==> src/dit_pkg.sv <==
`timescale 1ns / 1ps
`default_nettype none
// ----------------------------------------------------------------------------
// dit_pkg: shared types and codes for the disjoint interval tracker
// Transaction structs, status codes, cell operations and controller states.
// ----------------------------------------------------------------------------
package dit_pkg;

    // Input transaction kinds
    localparam logic KIND_ADD  = 1'b0;
    localparam logic KIND_DUMP = 1'b1;

    // Result status codes
    localparam logic [2:0] ST_ADDED   = 3'd0;
    localparam logic [2:0] ST_COVERED = 3'd1;
    localparam logic [2:0] ST_FULL    = 3'd2;
    localparam logic [2:0] ST_ENTRY   = 3'd3;
    localparam logic [2:0] ST_EMPTY   = 3'd4;

    typedef struct packed {
        logic        kind;
        logic [15:0] value;
    } item_t;

    typedef struct packed {
        logic [2:0]  status;
        logic [15:0] range_start;
        logic [15:0] range_end;
        logic        last;
    } result_t;

    // Operation broadcast to every cell in the update cycle
    typedef enum logic [2:0] {
        OP_HOLD,
        OP_SET_END,
        OP_SET_START,
        OP_BRIDGE,
        OP_INSERT
    } cell_op_t;

    // Per-cell compare results, seen by the controller and the neighbors
    typedef struct packed {
        logic le;          // occupied and start <= value
        logic prev;        // last cell with start <= value
        logic pos;         // first cell with start > value (insertion point)
        logic prev_cover;  // prev cell already covers the value
        logic prev_adj;    // prev cell ends just below the value
        logic next_adj;    // occupied pos cell starts just above the value
    } cell_flags_t;

    typedef enum logic [1:0] {
        S_IDLE,
        S_CMP,
        S_UPD,
        S_DUMP
    } state_t;

endpackage
`default_nettype wire

==> src/dit_cell.sv <==
`timescale 1ns / 1ps
`default_nettype none
// ----------------------------------------------------------------------------
// dit_cell: one slot of the interval chain
// Holds one interval, compares it with the pending value and shifts with
// its neighbors on insert or bridge.
// ----------------------------------------------------------------------------
module dit_cell #(
    parameter int VALUE_BITS = 16
) (
    input  wire logic                  clk,
    input  wire logic                  cmp_en,
    input  wire logic                  occ,
    input  wire logic [VALUE_BITS-1:0] v,
    input  wire dit_pkg::cell_op_t     op,
    input  wire logic                  left_le,
    input  wire logic                  right_le,
    input  wire logic [VALUE_BITS-1:0] left_lo,
    input  wire logic [VALUE_BITS-1:0] left_hi,
    input  wire logic [VALUE_BITS-1:0] right_lo,
    input  wire logic [VALUE_BITS-1:0] right_hi,
    output logic [VALUE_BITS-1:0]      lo,
    output logic [VALUE_BITS-1:0]      hi,
    output dit_pkg::cell_flags_t       flags
);

    logic [VALUE_BITS-1:0] lo_reg, lo_next;
    logic [VALUE_BITS-1:0] hi_reg, hi_next;
    logic                  le_reg, cover_reg, adj_end_reg, adj_start_reg;
    logic                  is_prev, is_pos;

    // compare stage; one extra bit so the top value never wraps
    always_ff @(posedge clk)
    begin
        if (cmp_en)
        begin
            le_reg        <= occ && (lo_reg <= v);
            cover_reg     <= hi_reg >= v;
            adj_end_reg   <= ({1'b0, hi_reg} + 1'b1) == {1'b0, v};
            adj_start_reg <= {1'b0, lo_reg} == ({1'b0, v} + 1'b1);
        end
    end

    assign is_prev = le_reg && !right_le;
    assign is_pos  = !le_reg && left_le;

    always_comb
    begin
        lo_next = lo_reg;
        hi_next = hi_reg;
        unique case (op)
            dit_pkg::OP_HOLD:
            begin
            end
            dit_pkg::OP_SET_END:
            begin
                if (is_prev)
                    hi_next = v;
            end
            dit_pkg::OP_SET_START:
            begin
                if (is_pos)
                    lo_next = v;
            end
            dit_pkg::OP_BRIDGE:
            begin
                if (is_prev)
                    hi_next = right_hi;
                else if (!le_reg)
                begin
                    lo_next = right_lo;
                    hi_next = right_hi;
                end
            end
            dit_pkg::OP_INSERT:
            begin
                if (is_pos)
                begin
                    lo_next = v;
                    hi_next = v;
                end
                else if (!le_reg)
                begin
                    lo_next = left_lo;
                    hi_next = left_hi;
                end
            end
            default:
            begin
            end
        endcase
    end

    always_ff @(posedge clk)
    begin
        lo_reg <= lo_next;
        hi_reg <= hi_next;
    end

    assign lo               = lo_reg;
    assign hi               = hi_reg;
    assign flags.le         = le_reg;
    assign flags.prev       = is_prev;
    assign flags.pos        = is_pos;
    assign flags.prev_cover = is_prev && cover_reg;
    assign flags.prev_adj   = is_prev && adj_end_reg;
    assign flags.next_adj   = occ && is_pos && adj_start_reg;

endmodule
`default_nettype wire

==> config.mk <==
export PLATFORM = sky130hd
export DESIGN_NAME = dit_cell
export DESIGN_NICKNAME = d
export VERILOG_FILES = /design/src/dit_pkg.sv /design/src/dit_cell.sv
export SDC_FILE = /design/constraint.sdc
export NUM_CORES = 1
export LEC_CHECK = 0
export ABC_AREA = 1
export BUFFER_PORTS_ARGS = -buffer_cell sky130_fd_sc_hd__buf_2
export CAP_MARGIN = 0
export CORE_UTILIZATION = 35
export CTS_CLUSTER_SIZE = 8
export DETAILED_ROUTE_END_ITERATION = 10
export GPL_ROUTABILITY_DRIVEN = 0
export MAX_ROUTING_LAYER = met4
export SKIP_LAST_GASP = 1
export SYNTH_ARGS = -nofsm -noshare
export SYNTH_HDL_FRONTEND = slang
export SYNTH_SLANG_ARGS = --single-unit
==> constraint.sdc <==
create_clock -name clk -period 2.6 [get_ports clk]
set_input_delay 0.26 -clock clk [delete_from_list [all_inputs] [get_ports clk]]
set_output_delay 0.26 -clock clk [all_outputs]
set_load 0.01 [all_outputs]
==> run metrics, run 1 <==
max-slew violations=0; drt drc=0; R2R setup slack=0.76 ns; power share of the clock group=34.6%; Worst VDD drop=0.0002190 V; Rows=39; Final Hold Viols=0; clk sinks=36; Area Overhead vs Synth=21.93%; setup violators final=0; core region area=11470 um2; Setup CP Type=reg2out; Switching Share=33.32%; First-pass DRT Iterations=4; Synth Cell Area=4131 um2; Slew HR=37.24%; crit-path cells=nor2_2, inv_1, nor2_1, buf_2; Critical Path AT=1.73 ns; post-layout min period=1.991 ns; Detailed Route Iter0 Violations=297; Mapped Nets=780; insertion delay to the later sink of the worst-skew pair=0.29 ns; Crit-path slowest cell=inv_1; final net count=894; Final Cycle Share=76.57%; Starting Density=36.03%; die height=110.6 um; Net Switching=688.5 uW; Crit Path Max Fanout=33; hold path cells=3; clk buf depth=2; clock skew=0.006680 ns; Hold Buf Count CTS=0; crit-path max cell delay=0.68 ns; RSZ-0062 raised after global routing=false; routed vias/inst=4.967; Syn. warnings=0; Worst-path clk slew=0.06 ns; r2r endpoint=le_reg$_DFFE_PP_; pin count of the biggest net entering global routing=34; post-synthesis cell type count=31; initial antenna violation count=0; Hold Path Class=in2reg; GRT Total Usage=22.18%; combinational share of power=29.3%; Data required, critical path=2.34 ns; post-CTS sizing=0; origin of the worst setup path=le_reg$_DFFE_PP_; Avg WL per Cell=14.07 um; Peak Freq=0.5023 GHz; post-synthesis sequential area ratio=26.17%; Startpoint Class=register; Post-CTS Setup Inserts=0; vias in the first global route=4451; Horiz. Die Dim=110.6 um; worst r2r src=lo[15]$_DFFE_PP_; CTS tree=built; Post-DP HPWL=10.61 mm; Root Driver=clkbuf_16; CTS Buf Count=5; # IOs=126; worst reg-to-reg path cell count=6; Overflow after GRT=0; antenna violation net count after detailed routing=0; internal power=1378 uW; syn_area_per_cell=6.279 um2; H-tree depth=2; layout cells sized above 1=21.22%; Post-Syn Instances=658; final core utilization=43.93%; max cap viols=0; status=finished, final reports clean; CP Capture Type=output port; leakage power=0.002645 uW; PwrDens=410.2 nW/um2; first-pass GRT wire length=21.40 mm; drt total wl=12.89 mm; synthesized flop and latch total=36; DIE AREA=12240 um2; sequential share of power=36.0%; Worst Setup EP=flags[0]; worst slew pin tran=0.9403 ns; port buffer count=125; # diodes=0; Fin Setup TNS=0 ns; via count=4550
[power by group through the flow]
stage | Clock, uW | Sequential, uW | Combinational [uW]
6_report | 716 | 745 | 606
5_1_grt | 749 | 749 | 693
4_1_cts | 726 | 744 | 607
3_5_place_dp | 0 | 756 | 604
3_3_place_gp | 0 | 755 | 591
2_1_floorplan | 0 | 752 | 382
[cells in the mapped netlist]
library cell | n | area [um2]
a21boi_0 | 1 | 7.510
a21oi_1 | 20 | 100.1
a311oi_1 | 1 | 8.760
buf_2 | 7 | 35.03
buf_4 | 4 | 30.03
buf_6 | 1 | 11.26
clkbuf_1 | 8 | 30.03
clkbuf_2 | 4 | 20.02
edfxtp_1 | 36 | 1081
ha_1 | 34 | 425.4
inv_1 | 61 | 229.0
inv_2 | 2 | 7.510
nand2_1 | 281 | 1055
nand2_2 | 5 | 31.28
nand3_1 | 69 | 345.3
nand3_2 | 1 | 10.01
nand3b_1 | 3 | 22.52
nand4_1 | 8 | 50.05
nor2_1 | 55 | 206.5
nor2_2 | 8 | 50.05
nor2_4 | 4 | 45.04
nor3_1 | 4 | 20.02
nor3_2 | 2 | 20.02
nor4_1 | 1 | 6.260
o211ai_1 | 1 | 7.510
o21ai_0 | 12 | 60.06
o21bai_1 | 2 | 15.01
o21bai_2 | 1 | 11.26
o22ai_1 | 1 | 6.260
xnor2_1 | 6 | 52.55
xor2_1 | 15 | 131.4
[kinds of logic after synthesis]
logic type,Yosys count,share of synthesized area [%]
buffers and inverters,87,8.783
AO/OA/AOI/OAI,39,5.240
XOR/XNOR,21,4.452
adder cells (fa/ha/maj),34,10.30
AND/OR/NAND/NOR,441,45.06
flip-flops,36,26.17
[worst max-delay path, delay by kind of cell (launching register included)]
family | cells | cell delay [ns]
buffers and inverters | 2 | 0.85
flip-flops | 1 | 0.43
AND/OR/NAND/NOR | 2 | 0.15
[per-stage QoR]
step | cell area (um2) | instances | hold slack [ns] | setup slack [ns] | total power, uW
final | 5037 | 916 | 0.2561 | 0.6091 | 2066
after global routing | 5037 | 916 | 0.2660 | 0.4400 | 2192
after global placement | 4870 | 908 | 0.5567 | 0.6860 | 1346
after CTS | 5037 | 916 | 0.2552 | 0.5774 | 2077
after detailed placement | 4870 | 908 | 0.5537 | 0.6454 | 1360
after floorplan | 4131 | 658 | 0.3725 | 0.1698 | 1133
[how the worst min path moves through the flow]
stage                      start               endpoint  slack, ns
CTS                  right_lo[6]        lo[6]$_DFFE_PP_       0.26
floorplan                 cmp_en  adj_end_reg$_DFFE_PP_       0.37
detailed placement   right_lo[6]        lo[6]$_DFFE_PP_       0.55
global placement    right_lo[10]       lo[10]$_DFFE_PP_       0.56
finish               right_lo[6]        lo[6]$_DFFE_PP_       0.26
global route         right_lo[6]        lo[6]$_DFFE_PP_       0.27
[layout by cell type, fill, tap and decap left out, types with 2 or more instances in the layout]
master,Yosys,final
a21oi_1,20,20
nand2_1,281,281
o21bai_1,2,2
nand3b_1,3,3
o21ai_0,12,12
edfxtp_1,36,36
buf_2,7,125
ha_1,34,34
nor3_1,4,4
inv_2,2,2
nor2_1,55,54
buf_4,4,6
nand4_1,8,8
clkbuf_16,0,5
inv_1,61,61
xor2_1,15,15
nand3_1,69,69
nor2_4,4,4
nand2_2,5,5
xnor2_1,6,6
nor2_2,8,9
[area by class of cell]
cell class	count	area (um2)
well taps	143	178.9
flip-flops and latches	36	1081
fillers	1191	6430
inverters	63	236.5
multi-input cells	535	2703
clock inverters	3	42.54
repair buffers	131	670.6
clock buffers	5	125.1
[layer usage]
layer	part of all wire [%]	track usage [%]	vias to the layer above	wire length [um]
met1	49	30.71	2059	6256
met4	1.2	5.422	0	150
met2	45	34.99	135	5776
met3	5.5	1.921	15	703
li1	-	-	2341	-
met5	0	-	-	0
Power figures use the tool's default switching activity.
==> inputs of run 2 (changes only) <==
ABC_AREA = 0   (was 1)
clock period = 1.6 ns   (was 2.6 ns; I/O delays follow)
==> run metrics, run 2 <==
status=complete, but fails checks; failing checks=setup timing; final net count=703 (-21%); most common cell after layout, fill and taps aside=buf_2; Synth Cell Area=3440 um2 (-17%); Synth top area share=31.43% (+5.3 points); Data required, critical path=1.64 ns (-0.70 ns); Hold Path Class=in2reg; drt drc=0 (unchanged); worst slew pin tran=0.4024 ns (-0.5380 ns); Detailed Route Iter0 Violations=257 (-13%); synth cell count leaders=edfxtp_1, ha_1, a221o_1, xnor2_1; Post-Syn Instances=355 (-46%); setup violators final=4 (+4); Synth Flop Type=edfxtp_1; die height=101.1 um (-8.6%); Rows=35 (-10%); PwrDens=557.2 nW/um2 (+36%); # IOs=126 (unchanged); Post-synth EDFFs=36 (unchanged); largest area contributor in the netlist=edfxtp_1; GRT Total Usage=24.09% (+1.9 points); Setup CP Type=reg2reg; total power=2947 uW (+43%); clock skew=0.01222 ns (+0.005543 ns); Crit Path Max Fanout=3 (-91%); count leader, synth=edfxtp_1; final cell count without fillers=711 (-22%); layout cells sized above 1=47.25% (+26 points); pin count of the biggest net entering global routing=45 (+32%); RSZ-0062 raised after global routing=true; Slew HR=72.93% (+36 points); DIE AREA=10230 um2 (-16%); clk sinks=36 (unchanged); CTS Buf Count=5 (unchanged); Area Overhead vs Synth=53.76%; post-synthesis sequential area ratio=31.43% (+5.3 points); max-slew violations=0 (unchanged); initial antenna violation count=0 (unchanged); Final Hold Viols=0 (unchanged); Mapped Nets=477 (-39%); # diodes=0 (unchanged); drt total wl=11.85 mm (-8.1%); Critical Path AT=1.95 ns (+0.22 ns); worst slack, placed=-0.3804 ns (-1.026 ns); synthesized flop and latch total=36 (unchanged); Hold Buf Count CTS=0 (unchanged); port buffer count=125 (unchanged); antenna violation net count after detailed routing=0 (unchanged); Worst VDD drop=0.0003442 V (+57%); CP Capture Type=register; Setup WS post-layout=-0.3105 ns (-0.9196 ns); Avg WL per Cell=16.66 um (+18%); commonest cells after routing, fill and taps aside=buf_2, buf_4, edfxtp_1, a221o_1, ha_1; via count=3806 (-16%); Post-synth ARST share=0% (unchanged); Worst-path clk slew=0.08 ns (+0.02 ns); first-pass GRT wire length=18.13 mm (-15%); CTS tree=built; final core utilization=56.44% (+13 points); Startpoint Class=register; insertion delay to the later sink of the worst-skew pair=0.29 ns (about the same); Syn. warnings=0 (unchanged); clk buf depth=2 (unchanged); Final Cycle Share=119.4%; Peak Freq=0.5234 GHz; routed vias/inst=5.353 (+7.8%); max cap viols=0 (unchanged); Fin Setup TNS=-1.006 ns (-1.006 ns); First-pass DRT Iterations=5 (+1); core region area=9371 um2 (-18%); leading post-synthesis cells by cell area=edfxtp_1, ha_1, a221o_1; Overflow after GRT=0 (unchanged); leakage power=0.002402 uW (-9.2%); syn_area_per_cell=9.689 um2 (+54%); Horiz. Die Dim=101.1 um (-8.6%); post-layout min period=1.911 ns; Post-DP HPWL=9.944 mm (-6.3%); vias in the first global route=3579 (-20%); post-synthesis cell type count=55 (+77%); Starting Density=36.70% (+0.67 points); DP Cell Count=701 (-23%); Root Driver=clkbuf_8; H-tree depth=2 (unchanged)
-- run 2: critical path: stages (launching register included) --
cell	delay, ns
edfxtp_1	0.42
inv_1	0.09
ha_1	0.23
nand2b_1	0.14
a21o_1	0.18
a21o_1	0.20
a2111oi_4	0.30
o41ai_1	0.10
-- run 2: final cells by class --
cell class                      count  area (um2)
Tap cell                          129       161.4
Sequential cell                    36        1081
Timing Repair Buffer              239        1535
Clock inverter                      1       3.754
Clock buffer                        7       76.32
Inverter                           22       82.58
Fill cell                         872        4083
Multi-Input combinational cell    277        2349
-- run 2: what timing repair did --
item | in CTS | in global routing
setup endpoints to repair | 5 | 18
pin swaps | 7 | 5
resized for setup | 7 | 9
setup buffers | 1 | 1
-- run 2: worst paths after layout --
check                        start             endpoint  slack (ns)  cells after the start
setup reg to reg   hi[0]$_DFFE_PP_  cover_reg$_DFFE_PP_       -0.31                      7
setup / recovery   hi[0]$_DFFE_PP_  cover_reg$_DFFE_PP_       -0.31                      7
hold reg to reg   hi[15]$_DFFE_PP_  cover_reg$_DFFE_PP_        0.77                      3
hold / removal          left_lo[7]      lo[7]$_DFFE_PP_        0.17                      2
-- run 2: per-stage QoR --
step / hold slack [ns] / cell area [um2]
2_1_floorplan: 0.2725 / 3542
3_3_place_gp: 0.4599 / 5095
5_1_grt: 0.1619 / 5289
3_5_place_dp: 0.4645 / 5095
4_1_cts: 0.1595 / 5240
6_report: 0.1695 / 5289
-- run 2: kinds of logic (layout without fill, tap and decap cells) --
kind of cell	Yosys count	in the layout	synth area share (%)
buf+inv	42	269	5.238
mux	3	3	0.9094
compound gates	88	88	20.92
fa+ha+maj	34	34	12.37
xor+xnor	40	40	10.40
flops	36	36	31.43
simple gates	112	112	18.73
-- run 2: layer usage --
metal / vias up / part of all wire, % / GRT usage [%]
met5: - / 0 / -
met4: 0 / 2.0 / 7.135
met3: 23 / 6.2 / 1.794
met2: 141 / 48 / 37.62
met1: 1798 / 44 / 33.42
li1: 1844 / - / -
-- run 2: power by group --
part	total, uW	switching [uW]	internal [uW]
registers	1160	49.1	1110
clock network	632	328	304
logic	1150	559	593
total	2950	936	2010
==> inputs of run 3 (changes only) <==
PLACE_DENSITY = 0.64   (was unset)
==> run metrics, run 3 (same netlist as run 2, synthesis figures left out) <==
drt drc=0 (unchanged); CTS tree=built; GRT Total Usage=23.27% (-0.82 points); # IOs=126 (unchanged); fill count=825 (-5.4%); Hold Path Class=in2reg; Net Switching=948.3 uW (+1.3%); RSZ-0062 raised after global routing=true; post-layout min period=1.900 ns (-0.01025 ns); sequential share of power=39.3% (-0.2 points); clk sinks=36 (unchanged); Sequential Area=1081 um2 (unchanged); Final Hold Viols=0 (unchanged); Startpoint Class=register; CP delay by family, top=simple AND/OR/NAND/NOR gates; Post-DP HPWL=9.680 mm (-2.7%); layout cells sized above 1=48.81% (+1.6 points); vias in the first global route=3646 (+1.9%); Crit-path slowest cell=or4_4; area of the multi-input gates=2401 um2 (+2.2%); CP Capture Type=register; core region area=9371 um2 (unchanged); Data required, critical path=1.75 ns (+0.11 ns); Rows=35 (unchanged); Crit Path Max Fanout=4 (+1); Area Overhead vs Synth=57.00%; routed vias/inst=5.380 (+0.51%); PwrDens=548.3 nW/um2 (-1.6%); Horiz. Die Dim=101.1 um (unchanged); port buffer count=125 (unchanged); worst slack, placed=-0.3490 ns (+0.03143 ns); final cell count without fillers=715 (+0.56%); CP dominant cell by count=nand4_1; status=complete, but fails checks; Hold Buf Count CTS=0 (unchanged); first-pass GRT wire length=17.75 mm (-2.1%); initial antenna violation count=0 (unchanged); critical path buffer and inverter count=1 (unchanged); clock skew=0.01201 ns (-0.0002181 ns); Detailed Route Iter0 Violations=227 (-12%); worst hold path startpoint=left_lo[6]; internal power=2013 uW (about the same); Setup CP Type=reg2reg; First-pass DRT Iterations=7 (+2); insertion delay to the later sink of the worst-skew pair=0.30 ns (about the same); most common cell after layout, fill and taps aside=buf_2; die height=101.1 um (unchanged); power share of the clock group=20.8% (-0.6 points); clk buf depth=2 (unchanged); CTS Buf Count=5 (unchanged); Avg WL per Cell=16.54 um (-0.73%); Worst VDD drop=0.0003253 V (-5.5%); combinational share of power=39.9% (+0.8 points); Switching Share=32.03% (+0.25 points); commonest cells after routing, fill and taps aside=buf_2, buf_4, edfxtp_1, a221o_1, ha_1; worst slew pin tran=0.4166 ns (+0.01425 ns); Overflow after GRT=0 (unchanged); worst r2r src=hi[9]$_DFFE_PP_; final net count=708 (+0.71%); DIE AREA=10230 um2 (unchanged); Slew HR=71.97% (-0.96 points); Final Cycle Share=118.8% (-0.64 points); failing checks=setup timing; Fin Setup TNS=-0.9285 ns (+0.07761 ns); Setup WS post-layout=-0.3002 ns (+0.01025 ns); max cap viols=0 (unchanged); setup violators final=4 (unchanged); total power=2961 uW (+0.47%); crit-path cells=buf_6, nand4_1, or4_4, o31ai_4, nand4_1, a211oi_2; leakage power=0.002446 uW (+1.8%); Critical Path AT=2.05 ns (+0.10 ns); Peak Freq=0.5262 GHz (+0.54%); antenna violation net count after detailed routing=0 (unchanged); Worst-path clk slew=0.08 ns (about the same); crit-path max cell delay=0.57 ns (+0.15 ns); max-slew violations=0 (unchanged); Root Driver=clkbuf_8; Starting Density=36.70% (unchanged); DP Cell Count=699 (-0.29%); origin of the worst setup path=hi[9]$_DFFE_PP_; H-tree depth=2 (unchanged); drt total wl=11.83 mm (-0.17%); # diodes=0 (unchanged); pin count of the biggest net entering global routing=37 (-18%); via count=3847 (+1.1%)
[run 3: through the flow]
step	hold slack (ns)	utilization (%)	instance area [um2]
after floorplan	0.2725	-	3542
after CTS	0.1678	55.89	5238
after detailed placement	0.4637	54.21	5080
after global routing	0.1628	57.62	5400
final	0.1665	57.62	5400
after global placement	0.4650	54.21	5080
[run 3: path summary, 6_finish.rpt]
| path | slack (ns) | cells after the start | to |
|---|---|---|---|
| min reg2reg | 0.76 | 3 | cover_reg$_DFFE_PP_ |
| min | 0.17 | 2 | lo[6]$_DFFE_PP_ |
| max reg2reg | -0.30 | 6 | adj_end_reg$_DFFE_PP_ |
| max | -0.30 | 6 | adj_end_reg$_DFFE_PP_ |
[run 3: area by class of cell]
| cell class | instances | area share, % |
|---|---|---|
| Clock buffer | 5 | 1.274 |
| Clock inverter | 2 | 0.1390 |
| Inverter | 22 | 1.529 |
| Multi-Input combinational cell | 277 | 44.46 |
| Sequential cell | 36 | 20.02 |
| Tap cell | 129 | 2.989 |
| Timing Repair Buffer | 244 | 29.59 |
[run 3: power groups by stage]
stage	Combinational, uW	Clock, uW	Sequential, uW
2_1_floorplan	515	0	1210
4_1_cts	1130	620	1160
3_3_place_gp	1060	0	1180
5_1_grt	1270	670	1170
6_report	1180	616	1160
3_5_place_dp	1090	0	1180
[run 3: routing by layer]
metal  track usage [%]  wire, um  vias up
li1                  -         -     1851
met1             31.31      5433     1818
met2             36.79      5512      152
met3             2.484       599       26
met4             7.246       280        0
met5                 -         0        -
[run 3: what timing repair did]
| item | CTS | global route |
|---|---|---|
| pin swaps | 4 | 9 |
| gates cloned | 0 | 1 |
| endpoints found under the setup margin | 4 | 17 |
| buffers inserted | 2 | 6 |
| gates resized for setup | 10 | 17 |
